===== src/sv/cpf_div.sv =====
module cpf_div #(
    parameter int NW = 51,
    parameter int DW = 27
) (
    input  logic          aclk,
    input  logic          aresetn,
    input  logic          start,
    input  logic [NW-1:0] num,
    input  logic [DW-1:0] den,
    output logic          done,
    output logic [NW-1:0] quot
);

    localparam int CW = $clog2(NW + 1);

    logic [NW-1:0] num_reg;
    logic [DW:0]   rem_reg;
    logic [DW-1:0] den_reg;
    logic [CW-1:0] cnt_reg;
    logic          done_reg;
    logic [DW:0]   shifted;
    logic          fits;

    assign shifted = {rem_reg[DW-1:0], num_reg[NW-1]};
    assign fits    = shifted >= {1'b0, den_reg};

    // Restoring division; quotient bits shift into the dividend register.
    always_ff @(posedge aclk) begin
        if (!aresetn) begin
            cnt_reg  <= '0;
            done_reg <= 1'b0;
        end else begin
            done_reg <= 1'b0;
            if (start) begin
                num_reg <= num;
                den_reg <= den;
                rem_reg <= '0;
                cnt_reg <= CW'(NW);
            end else if (cnt_reg != '0) begin
                rem_reg <= fits ? shifted - {1'b0, den_reg} : shifted;
                num_reg <= {num_reg[NW-2:0], fits};
                cnt_reg <= cnt_reg - CW'(1);
                if (cnt_reg == CW'(1)) begin
                    done_reg <= 1'b1;
                end
            end
        end
    end

    assign done = done_reg;
    assign quot = num_reg;

endmodule


===== config.mk =====
export PLATFORM = sky130hd
export DESIGN_NAME = cpf_div
export DESIGN_NICKNAME = d
export VERILOG_FILES = /design/src/sv/cpf_div.sv
export SDC_FILE = /design/constraint.sdc
export NUM_CORES = 1
export LEC_CHECK = 0
export BUFFER_PORTS_ARGS = -buffer_cell sky130_fd_sc_hd__buf_2
export CORE_ASPECT_RATIO = 0.6
export CORE_MARGIN = 5
export CORE_UTILIZATION = 40
export CTS_BUF_LIST = sky130_fd_sc_hd__clkbuf_8
export CTS_CLUSTER_SIZE = 25
export DETAILED_ROUTE_END_ITERATION = 16
export HOLD_SLACK_MARGIN = 0.15
export MAX_ROUTING_LAYER = met4
export PLACE_DENSITY = 0.64
export SKIP_LAST_GASP = 1
export SYNTH_ARGS = -nofsm -noshare
export SYNTH_HDL_FRONTEND = slang
export SYNTH_SLANG_ARGS = --single-unit

===== constraint.sdc =====
create_clock -name aclk -period 6.7 [get_ports aclk]
set_input_delay 0.335 -clock aclk [delete_from_list [all_inputs] [get_ports aclk]]
set_output_delay 0.335 -clock aclk [all_outputs]
set_load 0.02 [all_outputs]

# After elaboration in Yosys (flattened, before gate mapping)
# Cells that the tools add are included.
dict set report classes {
  addsub 2
  magnitude_cmp 1
  n_eq_ne 1
  mux 7
  bitwise 2
  n_reduce_logical 6
}
# operator count
set ops {}
lappend ops {{two-way mux 51 bit} 2}
lappend ops {{two-way mux 27 bit} 2}
lappend ops {{>= comparator 28 x 27 -> 1 bit} 1}
lappend ops {{subtractor 27 bit} 1}
lappend ops {{two-way mux 6 bit} 2}
lappend ops {{== test 6 x 1 -> 1 bit, second input constant} 1}
lappend ops {{nonzero test 6 bit} 1}
lappend ops {{subtractor 6 x 1 -> 6 bit, second input constant} 1}
lappend ops {{AND reduction 2 bit} 2}
lappend ops {{OR reduction 3 bit} 1}
lappend ops {{inverter 1 bit} 2}
lappend ops {{nonzero test 2 bit} 1}
lappend ops {{OR reduction 2 bit} 1}
lappend ops {{two-way mux 1 bit} 1}
dict set report totals {
  register_bits 112
  inputBits 81
}

# Longest topological paths before layout
dict set report depth {
  word_depth 3
  mapped_depth 12
  mapped_depth_nobuf 11
}

# Worst setup path after synthesis
# Ideal clock, no wire load.
dict set report synth_timing {
  path_type {input-to-reg}
  from {input port start}
  to {register num_reg[0] (netlist: quot[0]) (enable)}
  setup_time_ps 438
  arrival_ps 2624
  required_ps 6262
  slack_ps 3638
  stages 4
  path_buffers 2
  path_cell_list {clkbuf_1 clkbuf_1 nand2_1 nand2_1}
}
dict set report synth_between {
  elab_chain_len 2
}
# item line
set synth_lines {}
lappend synth_lines {{from (decl)} 7} ;# input logic start,
lappend synth_lines {{nonzero test 2 bit (no line)} --}
lappend synth_lines {{AND reduction 2 bit (no line)} --}
lappend synth_lines {{to (signal assigned)} 35} ;# num_reg <= num;
lappend synth_lines {{to (signal assigned)} 41} ;# num_reg <= {num_reg[NW-2:0], fits};
lappend synth_lines {{to (decl)} 16} ;# logic [NW-1:0] num_reg;
# No other way between the ends.
# A chain may end at the register's enable or synchronous reset.

# Worst setup path after layout
dict set report layout_timing {
  from {register num_reg[50] (netlist: quot[50])}
  to {register rem_reg[2] (data pin)}
}
dict set report layout_between {
  elab_chain_len 3
  elab_cells_between_ends 4
  classes_between {add/sub (1); order compare (1); mux (2)}
}
# item line
set layout_lines {}
lappend layout_lines {{subtractor 27 bit or >= comparator 28 x 27 -> 1 bit (tied branches)} {40, 25}}
lappend layout_lines {{two-way mux 27 bit (*)} 40} ;# rem_reg <= fits ? shifted - {1'b0, den_reg} : shifted;
lappend layout_lines {{two-way mux 27 bit (*)} 39} ;# end else if (cnt_reg != '0) begin
lappend layout_lines {{to (signal assigned)} 40}
lappend layout_lines {{to (decl)} 17} ;# logic [DW:0] rem_reg;
# Mark *: on every way between the ends. The rest lies on a longest branch, timed or not. The select of a mux whose other input is x is not followed.

==> impl_results.md <==
- Setup WS post-layout: 3.04 ns
- Initial antenna violation count: 0
- Postcts setup bufs: 0
- Buf/Inv on CP: 1
- WL/cell: 17.2 um
- Reg-to-reg setup timing slack: 3.04 ns
- Largest net degree at the start of global routing: 90
- Most frequent cells in the layout: buf_2, edfxtp_1, mux2_2
- CTS tree: built
- Initial DRC count: 356
- Post-DRT Antenna Nets: 0
- Sequential share of the synthesized area: 52.5%
- Syn_area_per_cell: 11.9 um2
- Worst-path fanout max: 35
- Placer Congestion: 0.915
- Final std cell area, no fill: 0.00755 mm2
- Area Overhead vs Synth: 20.4%
- Synth Flop Type: edfxtp_1
- Final Util: 49.1%
- Post-synth cell types: 61
- Most common cell after layout, fill and taps aside: buf_2
- Slew @ Worst Pin: 1.09 ns
- Final setup viols: 0
- Max VDD drop: 0.176 mV
- Vias in the first global route: 4530
- Clock transition at path regs: 0.12 ns
- Hold Slack: 0.218 ns
- Status: completed
- Total track usage: 16.9%
- Power Density: 372 mW/mm2
- Critical R2R Capture: rem_reg[2]$_SDFFCE_PP0P_
- Nets@finish: 785
- CTS sink count: 112
- Hold WC Path Type: input port to flip-flop
- Die Y: 107 um
- Critical path required time: 6.81 ns
- Crit path DAT: 3.77 ns
- GR Overflow Total: 0
- Endpoint class of the critical path: flip-flop
- Final Skew: 0.0141 ns
- Finished Layout Cells: 881
- Reg2Reg Launch Point: quot[50]$_DFFE_PP_
- IO Pins: 133
- LEAKAGE: 3.13 nW
- CP Launch Type: flip-flop
- Fraction of registers with async set/reset: 0%
- PortBufs: 132
- WHS Endpoint: cnt_reg[5]$_SDFFE_PN0N_
- Diode count: 0
- Fin. max-slew vios: 0
- Global-route wire length before repair: 24100 um
- Hold-critical path depth: 2
- Minimum clock period: 3.66 ns
- Max_cap viols: 0
- Crit-path max cell delay: 0.82 ns
- Worst Reg2Reg Path Length in Cells: 11
- DP HPWL: 10900 um
- Min-delay src: aresetn
- Total Power: 2.81 mW
- Mapped Area: 0.00627 mm2
- Clock share of power: 14.2%
- DIE WIDTH: 172 um
- DRC Markers: 0
- Setup TNS: 0 ns
- Fmax: 0.273 GHz
- Cells after Synth: 525
- Number of buffers on the longest clock path: 2
- Setup Crit Path Kind: flip-flop to flip-flop
- Number of synthesized flops with an enable pin: 105
- #FFs+latches synth: 112
- Share of layout cells above drive strength 1: 33.3%
- Starting Density: 40.8%
- CTS buffer count: 9
- Dpl cells: 838
- Int Pwr: 1.64 mW
- Post-DP Area: 0.00709 mm2
- Relative slew slack: 27.1%
- # rows: 35
- First-pass detailed-route iteration total: 5
- Crit path max-delay family: simple AND/OR/NAND/NOR gates
- Switching Share: 41.7%
- CORE AREA: 0.0154 mm2
- Die area: 0.0184 mm2
- CP cell instances: inv_1 -> ha_1 -> fa_1 -> nand2b_1 -> a21oi_1 -> o41ai_2 -> a211oi_2 -> nor4_4 -> nor2_4 -> mux2i_1 -> nor2_1
- Synthesis warning total: 0
- Max reg flops: 51
- Routed WL: 15200 um
- Worst skew pair latency: 0.38 ns
- Placement Setup Slack: 3.06 ns
- Vias: 4699
- Seq pwr share: 36.7%
- DR vias/cell: 5.33
- Comb power frac: 49.1%
- Slowest cell on crit path: nor2_4
- RSZ-0062 raised after global routing: no
- Switch Pwr: 1.17 mW
- Root buffer cell: clkbuf_8
- Final period utilization: 54.7%
- H-Tree Depth: 3
- Syn Nets: 637
- Final Hold Viols: 0
worst reg2reg max path, delay by kind of cell (launching register included):
family | cells | cell delay [ns]
simple gates | 4 | 1.23
compound gates | 3 | 0.78
fa+ha+maj | 2 | 0.63
flops | 1 | 0.39
mux | 1 | 0.30
buf+inv | 1 | 0.05
worst max-delay path by stage:
stage,from,to,cells past startpoint
CTS,quot[50]$_DFFE_PP_,rem_reg[2]$_SDFFCE_PP0P_,11
floorplan,start,quot[0]$_DFFE_PP_,4
finish,quot[50]$_DFFE_PP_,rem_reg[2]$_SDFFCE_PP0P_,11
global route,quot[50]$_DFFE_PP_,rem_reg[14]$_SDFFCE_PP0P_,11
global placement,quot[50]$_DFFE_PP_,rem_reg[14]$_SDFFCE_PP0P_,11
detailed placement,quot[50]$_DFFE_PP_,rem_reg[2]$_SDFFCE_PP0P_,11
per-layer routing:
layer  track usage, %  routed length (um)  up-vias
li1                 -                   -     2239
met2             24.4                6610      147
met3             3.24                 835       17
met1             24.8                7520     2296
met4             3.79                 208        0
met5                -                   0        -
timing repair:
item | CTS | global route
hold endpoints to repair | 27 | 0
hold buffers | 27 | 0
endpoints found under the setup margin | 0 | 0
gates resized for setup | 0 | 0
power groups by stage:
stage | sequential, mW | combinational [mW] | clock [mW]
after floorplan | 1.07 | 1.03 | 0
after global placement | 1.04 | 1.32 | 0
after detailed placement | 1.04 | 1.34 | 0
after CTS | 1.03 | 1.37 | 0.413
after global routing | 1.04 | 1.51 | 0.443
final | 1.03 | 1.38 | 0.399
area by class of cell:
type                       instances  area, um2
multi-input combinational        350       2730
clock inverter                     7       66.3
tap                              203        254
inverter                          40        150
timing repair buffer             160        941
sequential                       112       3290
clock buffer                       9        124
fill                            1366       7820
synthesized netlist by cell type (3+ instances only):
cell type    n  share of area, %
nor3_1      14               1.1
edfxtp_1   105                50
o22ai_1      5              0.50
a21o_1      10               1.2
ha_1        30               6.0
nand4_1      4              0.40
dfxtp_1      7               2.2
xnor2_1     12               1.7
mux2i_1      9               1.4
mux2_2      52               9.3
buf_2        7              0.56
inv_1       40               2.4
o21ai_0     23               1.8
a211oi_2     9               1.8
nor2b_1      3              0.30
o21a_1       9               1.1
nand3_1     11              0.88
xor2_1      10               1.4
nand2_1     27               1.6
a21oi_2      3              0.42
o21ai_1      4              0.32
a21oi_1     23               1.8
clkbuf_1    14              0.84
nand2b_1    10               1.0
nor2_1      31               1.9
o41ai_1      3              0.42
kinds of logic after synthesis:
family / synth area share [%]
xor+xnor: 3.07
simple gates: 9.91
flops: 52.5
mux: 10.8
buf+inv: 4.15
compound gates: 13.3
fa+ha+maj: 6.30
Note: power is estimated with default switching activity, not from simulation.
