## src/sv/cpf_ram.sv

```systemverilog
module cpf_ram #(
    parameter int WIDTH = 8,
    parameter int DEPTH = 16
) (
    input  logic                     aclk,
    input  logic                     we,
    input  logic [$clog2(DEPTH)-1:0] waddr,
    input  logic [WIDTH-1:0]         wdata,
    input  logic [$clog2(DEPTH)-1:0] raddr,
    output logic [WIDTH-1:0]         rdata
);

    logic [WIDTH-1:0] mem [DEPTH];

    // One write port and one registered read port.
    always_ff @(posedge aclk) begin
        if (we) begin
            mem[waddr] <= wdata;
        end
        rdata <= mem[raddr];
    end

endmodule

```

## config.mk

```make
export PLATFORM = sky130hd
export DESIGN_NAME = cpf_ram
export DESIGN_NICKNAME = d
export VERILOG_FILES = /design/src/sv/cpf_ram.sv
export SDC_FILE = /design/constraint.sdc
export NUM_CORES = 1
export LEC_CHECK = 0
export ABC_CLOCK_PERIOD_IN_PS = 3750
export BUFFER_PORTS_ARGS = -buffer_cell sky130_fd_sc_hd__buf_2
export CORE_ASPECT_RATIO = 1.1
export CORE_MARGIN = 3
export CORE_UTILIZATION = 35
export DETAILED_ROUTE_END_ITERATION = 7
export GPL_ROUTABILITY_DRIVEN = 0
export GPL_TIMING_DRIVEN = 0
export PLACE_DENSITY = 0.54
export SETUP_SLACK_MARGIN = 0.1
export SLEW_MARGIN = 20
export SYNTH_ARGS = -nofsm -noshare
export SYNTH_HDL_FRONTEND = slang
export SYNTH_SLANG_ARGS = --single-unit
```

## constraint.sdc

```tcl
create_clock -name aclk -period 3.75 [get_ports aclk]
set_clock_uncertainty 0.15 [all_clocks]
set_input_delay 0.5625 -clock aclk [delete_from_list [all_inputs] [get_ports aclk]]
set_output_delay 0.5625 -clock aclk [all_outputs]
set_load 0.005 [all_outputs]
```

== Yosys cells after proc, flatten, opt, wreduce, memory -nomap -nowiden ==
Memories as Yosys holds them, arrays and structs flattened. A register that Yosys moved wholly into a read port is not among the register bits.
Index checks and enable logic that the tools add are counted.
Word-level totals
  bits in registers: 0
  bits in latches: 0
  RAM bits: 128
  ROM bits: 0
  bits of input ports: 18
  output and inout port bits: 8
  word-level logic and storage cells: 3
  memories kept: 1
Memories
  mem: words 16, width 8, rd ports 1, clocked after Yosys merged registers in 1, wr ports 1, line 13  | logic [WIDTH-1:0] mem [DEPTH];
Operators by class
  add/subtract/negate cells: 0
  multipliers: 0
  divide/modulo/power cells: 0
  magnitude comparators: 0
  eq/ne operators: 0
  shifts and indexed selects: 0
  mux-type cells: 2
  bitwise gates (word level): 0
  reduce and logical (&&, ||, !) cells: 0
Operator list (number)
  $mux 1: 2

== Longest topological paths before layout ==
Gate-level depths: netlist of run 1.
  depth in word-level cells: 2
  mapped depth: 5
  mapped depth without buffers: 3

== Least setup slack after synthesis of run 1 ==
No wires, ideal clock.
  path type: input-to-reg
  from: input port waddr[2]
  to: memory mem[0][0] (enable)
  setup time: 0.383 ns
  data arrival time: 1.672 ns
  required time: 3.217 ns
  setup slack: 1.545 ns
  cell stages on the path: 2
  buffers on the path: 0
  cell sequence: or3b_2 nor3_1
RTL lines
  from (decl): line 7  | input logic [$clog2(DEPTH)-1:0] waddr,
  to (decl): line 13
Straight into the memory's write port.

== Final worst setup path of run 1 ==
  from: input port waddr[2]
  to: memory mem[3][2] (enable)
Straight into the memory's write port.

==> flow_metrics.env, run 1 <==
export IMPL_hold_path_depth=1
export IMPL_num_vias=2422
export IMPL_final_cell_mix="edfxtp_1 (128), buf_2 (27), mux4_2 (18)"
export IMPL_status="finished clean"
export IMPL_cp_num_buf_inv=1
export IMPL_dpl_worst_slack_ns=1.312
export IMPL_die_area_um2=16200
export IMPL_critPathMaxStageDelay_ns=0.67
export IMPL_vias_per_cell=5.121
export IMPL_fin_util_pct=43.14
export IMPL_drive_above_1_share_pct=28.07
export IMPL_end_kind="flop"
export IMPL_nNetsFinal=290
export IMPL_routed_wl_um=10470
export IMPL_synth_nets=247
export IMPL_antenna_found_initial=0
export IMPL_finalPower_mw=3.405
export IMPL_timing_rr_start="mem[9][2]$_DFFE_PP_"
export IMPL_drtAntennaViolNets=0
export IMPL_postCtsHoldBufs=0
export IMPL_grt_total_usage_pct=14.19
export IMPL_synth_area_leaders="edfxtp_1 (75%), mux4_2 (7.9%), mux4_1 (7.1%)"
export IMPL_arrival_ns=1.88
export IMPL_yosys_area_top_type_share_pct=74.67
export IMPL_rows=45
export IMPL_placed_cell_area_um2=5523
export IMPL_ctsResizeCount=0
export IMPL_port_buffers=24
export IMPL_power_leakage_nw=2.010
export IMPL_cts_tree="built"
export IMPL_slew_headroom_pct=42.49
export IMPL_min_to="mem[14][5]$_DFFE_PP_"
export IMPL_fin_tns_setup_ns=0
export IMPL_drt_first_pass_iters=7
export IMPL_die_h_um=133.2
export IMPL_p_per_area_nw_per_um2=560.8
export IMPL_setup_viol=0
export IMPL_ys_seq_area_share_pct=77.78
export IMPL_grt_pass1_vias=2509
export IMPL_path_cells="buf_2, or3b_2, nor2_1"
export IMPL_grt_max_degree=17
export IMPL_cts_sinks=136
export IMPL_clock_latency_ns=0.41
export IMPL_die_x_um=121.6
export IMPL_yosysWarnings=0
export IMPL_synth_top_area_cell="edfxtp_1"
export IMPL_r2r_slack_ns=2.12
export IMPL_dpl_hpwl_um=6703
export IMPL_coreArea_um2=14080
export IMPL_drc=0
export IMPL_syn_area_um2=5147
export IMPL_cts_root_buf="clkbuf_16"
export IMPL_syn_inst=229
export IMPL_irDropWorstVdd_mv=0.3392
export IMPL_drt_initial_drc_count=126
export IMPL_period_minus_slack_ns=1.996
export IMPL_diodes=0
export IMPL_cts_htree_levels=4
export IMPL_cts_buffer_depth=2
export IMPL_hp_start="wdata[5]"
export IMPL_setup_ws_ns=1.754
export IMPL_wire_per_inst_um=22.13
export IMPL_reg2reg_depth=3
export IMPL_max_cap_violations=0
export IMPL_cts_buffers=17
export IMPL_tightestPinTransition_ns=0.8595
export IMPL_final_cell_area_um2=6072
export IMPL_io_pins=26
export IMPL_crit_slowest_cell="nor2_1"
export IMPL_area_delta_synth_final_pct=17.96
export IMPL_cp_start_kind="input pin"
export IMPL_crit_family="simple AND/OR/NAND/NOR gates"
export IMPL_crit_type="input pin to flop"
export IMPL_gr_total_overflow=0
export IMPL_yosys_register_bits=136
export IMPL_fmax_ghz=0.5011
export IMPL_final_hold_viol_count=0
export IMPL_grt_pass1_wl_um=15930
export IMPL_crit_required_ns=3.63
export IMPL_finalCritPeriodShare_pct=53.22
export IMPL_synthDistinctLibCells=19
export IMPL_rsz0062_at_grt="no"
export IMPL_min_path_type="input pin to flop"
export IMPL_r2r_end="rdata[2]$_DFF_P_"
export IMPL_syn_area_per_cell_um2=22.48
export IMPL_final_common_cell="edfxtp_1"
export IMPL_crit_fanout=8
export IMPL_cp_depth=3
export IMPL_maxSlewViolCount=0
export IMPL_clk_pin_slew_worst_paths_ns=0.05
export IMPL_cts_setup_buffers=0
export IMPL_start_util_pct=36.57
-- metrics by stage --
stage               instances  hold slack, ns
floorplan                 229          0.4793
global placement          441          0.5130
detailed placement        441          0.5097
CTS                       473          0.3913
global route              473          0.4026
finish                    473          0.4046
-- sequential cells by signal (all words and copies together), names as in the netlist --
name / flops
rdata: 8
mem: 128
-- layout make-up --
| cell class | instances | area (µm²) |
|---|---|---|
| plain buffers | 10 | 86.33 |
| clock buffers | 30 | 514.2 |
| clock inverters | 2 | 35.03 |
| fillers | 1237 | 8004 |
| multi-input cells | 83 | 1077 |
| flip-flops and latches | 136 | 4004 |
| well taps | 188 | 235.2 |
| repair buffers | 24 | 120.1 |
-- power breakdown --
group	internal (mW)	switching [mW]	leakage, nW
registers	1.70	0.00868	1.22
logic	0.0674	0.0970	0.520
clock network	0.982	0.549	0.267
total	2.75	0.655	2.01
-- logic make-up (layout without fill, tap and decap cells) --
family                 after synthesis  in the layout  share of synthesized area, %
muxes                               32             32                         15.02
buffers and inverters               10             66                         1.677
AOI/OAI and AO/OA                   16             16                         2.334
DFF                                136            136                         77.78
and+or+nand+nor                     35             35                         3.184
-- worst max-delay path by stage --
| stage | start | endpoint | slack [ns] |
|---|---|---|---|
| 2_1_floorplan | waddr[2] | mem[0][0]$_DFFE_PP_ | 1.54 |
| 3_5_place_dp | waddr[2] | mem[2][0]$_DFFE_PP_ | 1.31 |
| 5_1_grt | waddr[2] | mem[1][2]$_DFFE_PP_ | 1.68 |
| 6_report | waddr[2] | mem[3][2]$_DFFE_PP_ | 1.75 |
| 4_1_cts | waddr[2] | mem[2][4]$_DFFE_PP_ | 1.75 |
| 3_3_place_gp | waddr[2] | mem[0][4]$_DFFE_PP_ | 0.92 |
-- routing by layer --
layer | GRT usage (%) | wire length (µm) | up-vias
met4 | 6.351 | 222 | 0
met3 | 4.756 | 635 | 19
li1 | - | - | 1059
met2 | 20.95 | 4956 | 73
met1 | 19.14 | 4651 | 1271
met5 | 0 | 0 | -
-- cell usage after synthesis, drive strengths merged --
| cell type | n |
|---|---|
| or3b | 1 |
| nand2b | 2 |
| a22oi | 16 |
| nor3 | 4 |
| dfxtp | 8 |
| edfxtp | 128 |
| and2b | 1 |
| nand3 | 1 |
| clkdlybuf4s25 | 3 |
| mux4 | 32 |
| nor2b | 1 |
| nand3b | 2 |
| and2 | 1 |
| buf | 7 |
| nand2 | 9 |
| nor2 | 13 |
(Power assumes the default switching activity.)
==> run 2: changes to the inputs <==
- ABC_CLOCK_PERIOD_IN_PS: 3750 -> 1600
- PLACE_DENSITY: 0.54 -> 0.56
- clock period: 3.75 -> 1.6 ns (I/O delays scaled with it)
==> run 2 against run 1 <==
Compared with the run above: sequential cell count unchanged; clock power rose to 2.5 times the previous value; worst hold slack got worse by 0.32 ns; utilization increased by 0.57 points; highest routed layer unchanged; wire length fell by 3.6%; first-iteration DRC count grew 120%; total power up 140%; final area rose by 1.3%; global-route usage down 0.99 points; largest cell class unchanged.
==> flow_metrics.env, run 2 (synthesis gave the netlist of run 1 again) <==
export IMPL_setup_viol=0
export IMPL_largestRegisters="mem (128), rdata (8)"
export IMPL_cts_tree="built"
export IMPL_reg2reg_depth=3
export IMPL_drt_initial_drc_count=277
export IMPL_path_cells="mux4_2, a22oi_2, nand2_1"
export IMPL_r2r_slack_ns=0.09
export IMPL_period_minus_slack_ns=1.513
export IMPL_die_area_um2=16200
export IMPL_placed_cell_area_um2=5547
export IMPL_power_leakage_nw=2.010
export IMPL_cp_start_kind="flop"
export IMPL_finalPower_mw=8.292
export IMPL_finalCritPeriodShare_pct=94.57
export IMPL_routed_wl_um=10090
export IMPL_grt_pass1_vias=2391
export IMPL_start_util_pct=36.57
export IMPL_rsz0062_at_grt="yes"
export IMPL_area_delta_synth_final_pct=19.52
export IMPL_drtAntennaViolNets=0
export IMPL_final_cell_area_um2=6152
export IMPL_crit_slowest_cell="mux4_2"
export IMPL_crit_fanout=1
export IMPL_p_per_area_nw_per_um2=1348
export IMPL_slew_headroom_pct=44.65
export IMPL_final_common_cell="edfxtp_1"
export IMPL_critPathMaxStageDelay_ns=0.50
export IMPL_cts_sinks=136
export IMPL_antenna_found_initial=0
export IMPL_final_cell_mix="edfxtp_1 (128), buf_2 (27), mux4_2 (27)"
export IMPL_dpl_hpwl_um=6484
export IMPL_port_buffers=24
export IMPL_io_pins=26
export IMPL_max_cap_violations=0
export IMPL_cts_htree_levels=4
export IMPL_cts_setup_buffers=0
export IMPL_tightestPinTransition_ns=0.8272
export IMPL_die_x_um=121.6
export IMPL_hold_path_depth=1
export IMPL_fmax_ghz=0.6609
export IMPL_clock_latency_ns=0.41
export IMPL_wire_per_inst_um=21.33
export IMPL_cp_num_buf_inv=0
export IMPL_crit_required_ns=1.73
export IMPL_min_path_type="input pin to flop"
export IMPL_r2r_end="rdata[0]$_DFF_P_"
export IMPL_grt_pass1_wl_um=14850
export IMPL_irDropWorstVdd_mv=0.9245
export IMPL_grt_total_usage_pct=13.19
export IMPL_cts_root_buf="clkbuf_16"
export IMPL_status="finished clean"
export IMPL_die_h_um=133.2
export IMPL_diodes=0
export IMPL_drive_above_1_share_pct=36.84
export IMPL_largest_register="mem"
export IMPL_end_kind="flop"
export IMPL_setup_ws_ns=0.08686
export IMPL_drt_first_pass_iters=4
export IMPL_cts_buffer_depth=2
export IMPL_dpl_worst_slack_ns=-0.3118
export IMPL_largest_reg_flops=128
export IMPL_arrival_ns=1.65
export IMPL_maxSlewViolCount=0
export IMPL_crit_type="flop to flop"
export IMPL_drc=0
export IMPL_grt_max_degree=17
export IMPL_crit_family="multiplexers"
export IMPL_coreArea_um2=14080
export IMPL_num_vias=2368
export IMPL_hp_start="wdata[5]"
export IMPL_rows=45
export IMPL_gr_total_overflow=0
export IMPL_vias_per_cell=5.006
export IMPL_cts_buffers=17
export IMPL_nFillCells=1222
export IMPL_clk_pin_slew_worst_paths_ns=0.05
export IMPL_nNetsFinal=290
export IMPL_timing_rr_start="mem[3][0]$_DFFE_PP_"
export IMPL_final_hold_viol_count=0
export IMPL_min_to="mem[5][5]$_DFFE_PP_"
-- run 2: cell types whose count changed in the layout (fill, tap and decap cells not counted), moves of 2 or more --
| cell | change |
|---|---|
| a22oi_1 | -8 |
| a22oi_2 | +8 |
| buf_6 | -2 |
| buf_8 | +2 |
| bufinv_16 | +2 |
| clkbuf_1 | -6 |
| clkinv_2 | +3 |
| mux4_1 | -9 |
| mux4_2 | +9 |
| nor2_1 | -3 |
| nor2_2 | +3 |
-- run 2: power breakdown --
part | internal (mW) | switching, mW | leakage (nW) | total, mW
clock | 2.56 | 1.32 | 0.294 | 3.88
sequential | 3.99 | 0.0181 | 1.22 | 4.00
combinational | 0.170 | 0.238 | 0.492 | 0.408
total | 6.71 | 1.58 | 2.01 | 8.29
-- run 2: stage by stage --
stage | cells | setup TNS (ns) | hold WS (ns) | util, %
final | 473 | 0 | 0.08348 | 43.71
after global routing | 473 | 0 | 0.08675 | 43.71
after CTS | 473 | 0 | 0.07619 | 43.79
after detailed placement | 441 | -27.73 | 0.4694 | 39.40
after global placement | 441 | -28.62 | 0.4666 | 39.40
after floorplan | 229 | 0 | 0.1889 | -
-- run 2: cell type report --
type                       count  area, µm²  area share, %
buffer                        10      93.84          1.525
clock buffer                  23      478.0          7.769
tap                          188      235.2          3.823
timing repair buffer          24      120.1          1.952
sequential                   136       4004          65.08
clock inverter                 9      121.4          1.973
multi-input combinational     83       1100          17.88
-- run 2: per-layer routing --
metal	up-vias	part of all wire [%]	GRT usage (%)
met5	-	0	0
met1	1229	43	17.85
li1	1053	-	-
met4	0	1.2	4.483
met2	75	48	20.15
met3	11	7.7	4.374
-- run 2: how the worst max path moves through the flow --
stage,startpoint,to,slack (ns),depth (start not counted)
global route,mem[2][4]$_DFFE_PP_,rdata[4]$_DFF_P_,0.06,3
global placement,waddr[0],mem[6][7]$_DFFE_PP_,-0.29,3
finish,mem[3][0]$_DFFE_PP_,rdata[0]$_DFF_P_,0.09,3
CTS,mem[3][0]$_DFFE_PP_,rdata[0]$_DFF_P_,0.05,3
detailed placement,waddr[1],mem[13][7]$_DFFE_PP_,-0.31,3
floorplan,raddr[0],rdata[1]$_DFF_P_,0.07,5
-- run 2: timing repair --
| action | CTS | global route |
|---|---|---|
| setup endpoints to repair | 6 | 7 |
| resized for setup | 7 | 10 |
| cloned | 0 | 0 |
| hold buffers | 0 | 0 |
| pin swaps | 1 | 6 |
