**src/sv/cpf_isqrt.sv**
```systemverilog
module cpf_isqrt #(
    parameter int W = 50
) (
    input  logic             aclk,
    input  logic             aresetn,
    input  logic             start,
    input  logic [W-1:0]     value,
    output logic             done,
    output logic [W/2-1:0]   root
);

    logic [W-1:0] v_reg;
    logic [W-1:0] r_reg;
    logic [W-1:0] bit_pos_reg;
    logic         busy_reg;
    logic         done_reg;
    logic [W-1:0] trial;

    assign trial = r_reg + bit_pos_reg;

    // Digit-by-digit square root, one result bit per cycle.
    always_ff @(posedge aclk) begin
        if (!aresetn) begin
            busy_reg <= 1'b0;
            done_reg <= 1'b0;
        end else begin
            done_reg <= 1'b0;
            if (start) begin
                v_reg       <= value;
                r_reg       <= '0;
                bit_pos_reg <= W'(1) << (W - 2);
                busy_reg    <= 1'b1;
            end else if (busy_reg) begin
                if (v_reg >= trial) begin
                    v_reg <= v_reg - trial;
                    r_reg <= (r_reg >> 1) + bit_pos_reg;
                end else begin
                    r_reg <= r_reg >> 1;
                end
                bit_pos_reg <= bit_pos_reg >> 2;
                if (bit_pos_reg[0]) begin
                    busy_reg <= 1'b0;
                    done_reg <= 1'b1;
                end
            end
        end
    end

    assign done = done_reg;
    assign root = r_reg[W/2-1:0];

endmodule

```
**config.mk**
```make
export PLATFORM = sky130hd
export DESIGN_NAME = cpf_isqrt
export DESIGN_NICKNAME = d
export VERILOG_FILES = /design/src/sv/cpf_isqrt.sv
export SDC_FILE = /design/constraint.sdc
export NUM_CORES = 1
export LEC_CHECK = 0
export BUFFER_PORTS_ARGS = -buffer_cell sky130_fd_sc_hd__buf_2
export CAP_MARGIN = 40
export CORE_UTILIZATION = 47
export DETAILED_ROUTE_END_ITERATION = 10
export PLACE_DENSITY = 0.75
export SYNTH_ARGS = -nofsm -noshare
export SYNTH_HDL_FRONTEND = slang
export SYNTH_SLANG_ARGS = --single-unit
export TNS_END_PERCENT = 10
```
**constraint.sdc**
```tcl
create_clock -name aclk -period 13.17 [get_ports aclk]
set_clock_uncertainty 0.05 [all_clocks]
set_input_delay 1.317 -clock aclk [delete_from_list [all_inputs] [get_ports aclk]]
set_output_delay 1.317 -clock aclk [all_outputs]
set_load 0.01 [all_outputs]
```
# Word level (Yosys, flattened, before mapping)
# Cells that the tools add are included.
# word_totals
ff_bits	127
inputBits	53
out_inout_bits	26
wordCells	26
# op_classes
n_addsub	3
magnitude_cmp	1
muxes	10
bitwise	2
reduce_logical	5
# op_table
operator	n
two-way mux 50 bit	5
adder 49 x 49 -> 50 bit	1
adder 50 x 49 -> 50 bit	1
>= comparator 50 bit	1
subtractor 50 bit	1
two-way mux 49 bit	1
two-way mux 1 bit	4
nonzero test 2 bit	2
AND reduction 3 bit	1
OR reduction 3 bit	1
NOT 1 bit	2
AND reduction 2 bit	1

# Logic depth before layout (Yosys ltp)
# Gate-level depths: netlist (run 1).
# logic_depth
depth_word	5
ltp_mapped	23
ltp_nobuf	22

# Least setup slack after synthesis (run 1)
# Ideal clock, no wire load.
# synth_path
kind	register to register
from	register r_reg[4]
to	register v_reg[0], enable pin
t_arrival_ns	8.269
setup_slack_ns	4.317
path_stages_with_launch	22
path_buffers	2
cell_sequence	edfxtp_1 ha_1 a211oi_1 a221oi_2 a2111oi_2 o21bai_2 a211oi_2 o31ai_2 a21boi_1 nand2b_1 a31oi_1 xor2_1 ha_1 and3_1 and3_1 nand2_1 o31ai_1 a21o_1 clkbuf_1 clkbuf_1 nor2_1 a21boi_0
# synth_between
elab_chain_len	4
# synth_lines
element	line	text
start, declared	13	logic [W-1:0] r_reg;
start signal, assigned	36	r_reg <= (r_reg >> 1) + bit_pos_reg;
start signal, assigned	38	r_reg <= r_reg >> 1;
adder 50 x 49 -> 50 bit	19	assign trial = r_reg + bit_pos_reg;
>= comparator 50 bit	34	if (v_reg >= trial) begin
nonzero test 2 bit (no line)	--	
AND reduction 3 bit (no line)	--	
end signal, assigned	29	v_reg <= value;
end signal, assigned	35	v_reg <= v_reg - trial;
end, declared	12	logic [W-1:0] v_reg;
# Every way passes these cells.
# A chain may end at the register's enable or synchronous reset.

# Worst setup path after layout (run 1)
# layout_path
from	register r_reg[2]
to	register v_reg[23], enable pin
# Same word-level chain as after synthesis.

==> results of run 1 <==
==> layout by cell type, fill, tap and decap left out, drive strengths merged, types with 5 or more instances in the layout <==
cell | synthesis | final
nand4 | 21 | 21
nand3 | 23 | 23
a21o | 48 | 48
xnor2 | 50 | 50
nand2 | 138 | 138
xor2 | 62 | 62
nor2b | 57 | 57
o31ai | 13 | 13
and3 | 13 | 13
nor3 | 41 | 41
buf | 39 | 85
o31a | 5 | 5
mux2 | 29 | 29
o21ai | 116 | 116
and2 | 10 | 10
a31o | 8 | 8
edfxtp | 125 | 125
a211o | 5 | 5
or2 | 6 | 6
clkinv | 0 | 6
ha | 102 | 102
a211oi | 21 | 21
inv | 29 | 30
a21oi | 92 | 92
nor2 | 91 | 91
a31oi | 55 | 55
clkbuf | 36 | 17
o21bai | 14 | 14
nand2b | 11 | 11
o211ai | 7 | 7
o21a | 9 | 9
==> stage by stage <==
step                setup slack (ns)  hold slack, ns  total power (W)  instance area (um2)
global placement               6.794          0.4296         0.001300                12230
global route                   6.008          0.4653         0.001931                12890
floorplan                      4.317          0.4041         0.001143                11790
finish                         6.292          0.4591         0.001834                12890
CTS                            6.380          0.4593         0.001821                12890
detailed placement             6.427          0.4421         0.001321                12300
==> report_power, final <==
part           total [W]  switching [W]  internal, W
logic           0.000785       0.000470     0.000315
registers       0.000552      0.0000416     0.000510
clock network   0.000497       0.000201     0.000296
==> critical path: cells and delay by family (launching register included) <==
family | cells | cell delay (ns)
AO/OA/AOI/OAI | 11 | 3.04
XOR/XNOR | 1 | 0.16
adder cells (fa/ha/maj) | 2 | 0.85
buffers and inverters | 2 | 0.97
flip-flops | 1 | 0.46
AND/OR/NAND/NOR | 5 | 0.91
==> area by class of cell <==
class / count / share of cell area
Clock buffer: 17 / 0.03300
Timing Repair Buffer: 85 / 0.03854
Multi-Input combinational cell: 1097 / 0.5811
Clock inverter: 14 / 0.01310
Tap cell: 324 / 0.03145
Sequential cell: 127 / 0.2943
Inverter: 29 / 0.008445
==> cells in the mapped netlist (29+ instances only) <==
cell type | instances | area, um2
a21oi_1 | 89 | 445.4
xor2_1 | 62 | 543.0
inv_1 | 29 | 108.9
a21o_1 | 46 | 345.3
xnor2_1 | 50 | 437.9
clkbuf_1 | 35 | 131.4
nor2b_1 | 57 | 356.6
o21ai_0 | 110 | 550.5
a31oi_1 | 54 | 337.8
nor2_1 | 91 | 341.6
nor3_1 | 41 | 205.2
nand2_1 | 137 | 514.2
edfxtp_1 | 125 | 3754
ha_1 | 102 | 1276
==> cell families after synthesis <==
family / Yosys count / share of synthesized area
AO/OA/AOI/OAI: 430 / 0.2404
AND/OR/NAND/NOR: 423 / 0.1716
flip-flops: 127 / 0.3218
XOR/XNOR: 112 / 0.08322
buffers and inverters: 104 / 0.04522
adder cells (fa/ha/maj): 103 / 0.1100
multiplexers: 29 / 0.02770
==> routing by layer <==
layer / up-vias / track usage / routed length (um)
met5: - / 0 / 0
met4: 0 / 0.09177 / 824
met3: 62 / 0.04081 / 2009
met2: 410 / 0.4101 / 15070
met1: 5009 / 0.3422 / 14590
li1: 4995 / - / -
==> final timing paths <==
kind / startpoint / end / slack [ns]
setup / recovery: r_reg[2] / v_reg[23] / 6.29
hold / removal: busy_reg / done / 0.46
setup reg to reg: r_reg[2] / v_reg[23] / 6.29
hold reg to reg: busy_reg / done / 0.46
==> flow_summary.ini, run 1 <==
[worst_hold_path]
hold_class = reg2reg
hold_depth = 1

[clock_tree]
root_buffer = clkbuf_16
cts_sinks = 127
cts_buffers = 17
clk_path_buf_depth = 2
hold_buffers = 0
path_clk_slew_ns = 0.06
cts_tree = done
post_cts.repair.setup_buffers = 0
htree_levels = 4
cts_resized = 0
worst_skew_pair.late_latency_ns = 0.44

[logic_synthesis]
syn-num-nets = 1484
netlist_area_um2 = 11790
ys_seq_elements = 127
ys.flop_type = edfxtp_1
synth_cell_types = 80
ys_seq_area_frac = 0.3218
async_reset_ff_frac = 0
synthCells = 1328
synth_edf_count = 125
synth.avg_cell_area_um2 = 8.876
yosysWarnings = 0

[finish]
regArea_um2 = 3794
syn2layout_area_growth_pct = 9.352
fin_nets = 1513
drive_gt1_frac = 0.1344
stdcell_count = 1693
multi_input_area_um2 = 7491
fillCellCount = 2206
finish.utilization = 0.5269
n_antenna_cell = 0

[global_route]
grt_pass1_vias = 10220
antenna_found_initial = 0
grtUsageTotal = 0.2536
grt_pass1_wl_um = 52300
grt_max_degree = 114
overflow = 0

[route]
drt_first_pass_iters = 5
num_vias = 10480
drtIter0Drc = 1338
via_per_inst = 6.188
wire_per_inst_um = 19.19
wirelength_um = 32490
drc = 0
drt.antenna.violating_nets = 0

[place]
place_congestion = 0.9881
place_hpwl_um = 23050
placed_cells = 1662
portBuffers = 78

[floorplan]
start_util = 0.4819
fp-row-count = 57
io_pins = 79
dieArea_um2 = 25720
dieWidth_um = 160.4
coreArea_um2 = 24460
fp.dieH_um = 160.4

[worst_setup_path]
cp.arrival_ns = 6.89
path_max_fanout = 50
end_kind = flip-flop
worstSetupPathType = reg2reg
required_ns = 13.18
r2r_cells = 21
crit_path_start_kind = flip-flop
worst_path_max_delay_cell = buf_4
critPathMaxStageDelay_ns = 0.59
crit_chain = ha_1, nand3_1, a221oi_2, a2111oi_2, o21bai_2, a211oi_2, o31ai_2, a21boi_1, o21ai_1, a31oi_1, xor2_1, ha_1, nand4_1, nor4_1, nand4_1, o31ai_1, a21o_1, buf_4, nor2_1, a21boi_4, buf_4

[timing]
clock.fmax_ghz = 0.1454
fin_crit_ns = 6.878
final-setup-viol-count = 0
period_share = 0.5223
rsz0062_at_grt = no
slew_viol_final = 0
relSlewSlack = 0.4547
worst_pin_slew_ns = 0.8180
finalHoldViolations = 0
setup_tns_ns = 0

[flow_run]
max_cap_viol_count = 0

[power_and_ir_drop]
power.density_nw_per_um2 = 142.3
vdd_drop_max_mv = 0.08803
p_leak_nw = 5.093

[outcome]
status = completed
Power figures use the tool's default switching activity.
==> run 2: changes to the inputs <==
--- a/config.mk
+++ b/config.mk
@@ -5,11 +5,12 @@
 export SDC_FILE = /design/constraint.sdc
 export NUM_CORES = 1
 export LEC_CHECK = 0
+export ABC_AREA = 1
 export BUFFER_PORTS_ARGS = -buffer_cell sky130_fd_sc_hd__buf_2
 export CAP_MARGIN = 40
 export CORE_UTILIZATION = 47
 export DETAILED_ROUTE_END_ITERATION = 10
-export PLACE_DENSITY = 0.75
+export PLACE_DENSITY = 0.77
 export SYNTH_ARGS = -nofsm -noshare
 export SYNTH_HDL_FRONTEND = slang
 export SYNTH_SLANG_ARGS = --single-unit
==> constraint.sdc (replaced) <==
create_clock -name aclk -period 5.6 [get_ports aclk]
set_clock_uncertainty 0.05 [all_clocks]
set_input_delay 0.56 -clock aclk [delete_from_list [all_inputs] [get_ports aclk]]
set_output_delay 0.56 -clock aclk [all_outputs]
set_load 0.01 [all_outputs]
==> run 2 against run 1 <==
  * The run now ends with design-rule violations left
  * Final area rose by 33%
  * Clock power is 130% higher
  * Die area grew 35%
  * Hold slack got worse by 0.14 ns
  * Wire length up 81%
  * Via count rose by 65%
  * Combinational power grew to 3.2 times the previous value
  * Final cell count up 87%
  * Global-route usage up 8.6 points
  * Critical path type unchanged
==> flow_summary.ini, run 2 <==
[timing]
fin_crit_ns = 5.022
slew_viol_final = 0
relSlewSlack = 0.4469
setup_ws_ns = 0.5777
whs_ns = 0.3207
clock.fmax_ghz = 0.1991
final-setup-viol-count = 0
rsz0062_at_grt = no
finalHoldViolations = 0
period_share = 0.8968
setup_tns_ns = 0
worst_pin_slew_ns = 0.8297

[global_route]
grt_pass1_wl_um = 90070
antenna_found_initial = 0
grt_max_degree = 83
grtUsageTotal = 0.3396
overflow = 0
grt_pass1_vias = 16400

[power_and_ir_drop]
power_switching_w = 0.002323
p_leak_nw = 8.926
power.density_nw_per_um2 = 288.4
p_comb_frac = 0.505
vdd_drop_max_mv = 0.2264
pwr-share-seq = 0.269
swShare = 0.4686
power_w = 0.004957
clkPwrFrac = 0.225
internal_power_w = 0.002634

[route]
wire_per_inst_um = 18.54
drt.antenna.violating_nets = 0
drtIter0Drc = 1385
wirelength_um = 58800
drc = 2
num_vias = 17250
drt_first_pass_iters = 9
via_per_inst = 5.440

[flow_run]
max_cap_viol_count = 0

[worst_setup_path]
worst_path_max_delay_cell = edfxtp_1
crit_buf_inv = 3
timing.rr.end = v_reg[15]
crit_chain = ha_1, nand2_1, o21ai_0, nand2_1, o21ai_0, a21oi_1, nand2_1, nand3_1, nand3_1, nand2_1, ha_1, nand2_1, inv_2, nand2_1, nor3_2, nand2_1, nor2_2, nor2_8, nand2_8, o21ai_0, inv_2, buf_4
crit_path_start_kind = flip-flop
r2r_cells = 22
critPathMaxStageDelay_ns = 0.56
r2r-start = r_reg[22]
cp.arrival_ns = 5.09
critical_path_depth = 22
cp-endpoint = v_reg[15]
reg2reg_slack_ns = 0.58
worstSetupPathType = reg2reg
startpoint = r_reg[22]
required_ns = 5.67
path_max_fanout = 26
cpMostUsedCell = nand2_1
critical-path-top-delay-family = simple AND/OR/NAND/NOR gates
end_kind = flip-flop

[floorplan]
dieWidth_um = 186.4
coreArea_um2 = 33530
fp-row-count = 67
dieArea_um2 = 34760
fp.dieH_um = 186.4
io_pins = 79
start_util = 0.4768

[logic_synthesis]
ys_seq_area_frac = 0.2373
ys.flop_type = edfxtp_1
ys_top_cells_by_area = edfxtp_1 (23%), nand2_1 (23%), inv_1 (10%)
ys_seq_elements = 127
synth_area_leader_cell = edfxtp_1
yosysTopAreaCellShare = 0.2348
syn-num-nets = 2832
async_reset_ff_frac = 0
ys_top_cells_by_count = nand2_1 (992), inv_1 (424), nand3_1 (243)
synthCells = 2676
synth_edf_count = 125
yosysMostFrequentCell = nand2_1
netlist_area_um2 = 15990
synth_cell_types = 44
synth.avg_cell_area_um2 = 5.975
yosysWarnings = 0

[clock_tree]
hold_buffers = 0
clk_path_buf_depth = 2
cts_resized = 0
cts_sinks = 127
post_cts.repair.setup_buffers = 0
worst_skew_pair.late_latency_ns = 0.47
cts_buffers = 17
htree_levels = 4
path_clk_slew_ns = 0.07
cts_tree = done
root_buffer = clkbuf_16

[finish]
final_cell_mix = nand2_1 (992), inv_1 (423), nand3_1 (243)
fillCellCount = 3531
drive_gt1_frac = 0.06831
stdcell_count = 3171
syn2layout_area_growth_pct = 7.513
fin_nets = 2866
final_common_cell = nand2_1
n_antenna_cell = 0

[place]
place_hpwl_um = 47600
placed_cells = 3139
place_congestion = 1.026
portBuffers = 78
dpl_worst_slack_ns = 0.6340

[worst_hold_path]
hold_class = in2reg

[outcome]
status = finished with violations
violations = design-rule violations
run 2: logic make-up after synthesis:
family,share of synthesized area
compound gates,0.07106
fa+ha+maj,0.08108
xor+xnor,0.04273
buf+inv,0.1341
flops,0.2373
simple gates,0.4337
run 2: per-stage QoR:
stage | util | cell area (um2)
after floorplan | - | 15990
after global placement | 0.4944 | 16580
after detailed placement | 0.4958 | 16630
after CTS | 0.5126 | 17190
after global routing | 0.5126 | 17190
final | 0.5126 | 17190
run 2: worst min path at each step:
stage / to / cells past startpoint / startpoint
after floorplan: done / 2 / busy_reg
after global placement: done / 2 / busy_reg
after detailed placement: done / 2 / busy_reg
after CTS: v_reg[6] / 3 / value[6]
after global routing: v_reg[25] / 3 / value[25]
final: v_reg[33] / 3 / value[33]
run 2: area by class of cell:
type / count / area, um2 / share of cell area
Multi-Input combinational cell: 2028 / 10060 / 0.5853
Clock inverter: 14 / 133.9 / 0.007789
Timing Repair Buffer: 95 / 553.0 / 0.03217
Sequential cell: 127 / 3794 / 0.2207
Tap cell: 448 / 560.5 / 0.03261
Inverter: 441 / 1658 / 0.09645
Clock buffer: 18 / 429.2 / 0.02497
run 2: power by group through the flow:
| stage | Clock, W | Combinational, W | Sequential [W] |
|---|---|---|---|
| 5_1_grt | 0.00115 | 0.00280 | 0.00134 |
| 2_1_floorplan | 0 | 0.00186 | 0.00128 |
| 6_report | 0.00112 | 0.00250 | 0.00134 |
| 3_5_place_dp | 0 | 0.00246 | 0.00135 |
| 3_3_place_gp | 0 | 0.00242 | 0.00135 |
| 4_1_cts | 0.00112 | 0.00247 | 0.00133 |
run 2: layer usage:
layer / part of all wire / vias to the layer above / track usage / wire length (um)
li1: - / 8590 / - / -
met5: 0 / - / 0 / 0
met2: 0.49 / 632 / 0.5962 / 28650
met4: 0.054 / 0 / 0.1818 / 3160
met3: 0.052 / 137 / 0.03141 / 3062
met1: 0.41 / 7890 / 0.4097 / 23930
run 2: worst reg2reg max path, stage by stage, from the launching register on:
cell and delay, ns:
edfxtp_1 0.56, ha_1 0.44, nand2_1 0.11, o21ai_0 0.40
nand2_1 0.15, o21ai_0 0.29, a21oi_1 0.07, nand2_1 0.18
nand3_1 0.14, nand3_1 0.09, nand2_1 0.12, ha_1 0.39
nand2_1 0.12, inv_2 0.09, nand2_1 0.10, nor3_2 0.16
nand2_1 0.13, nor2_2 0.23, nor2_8 0.06, nand2_8 0.18
o21ai_0 0.15, inv_2 0.09, buf_4 0.36
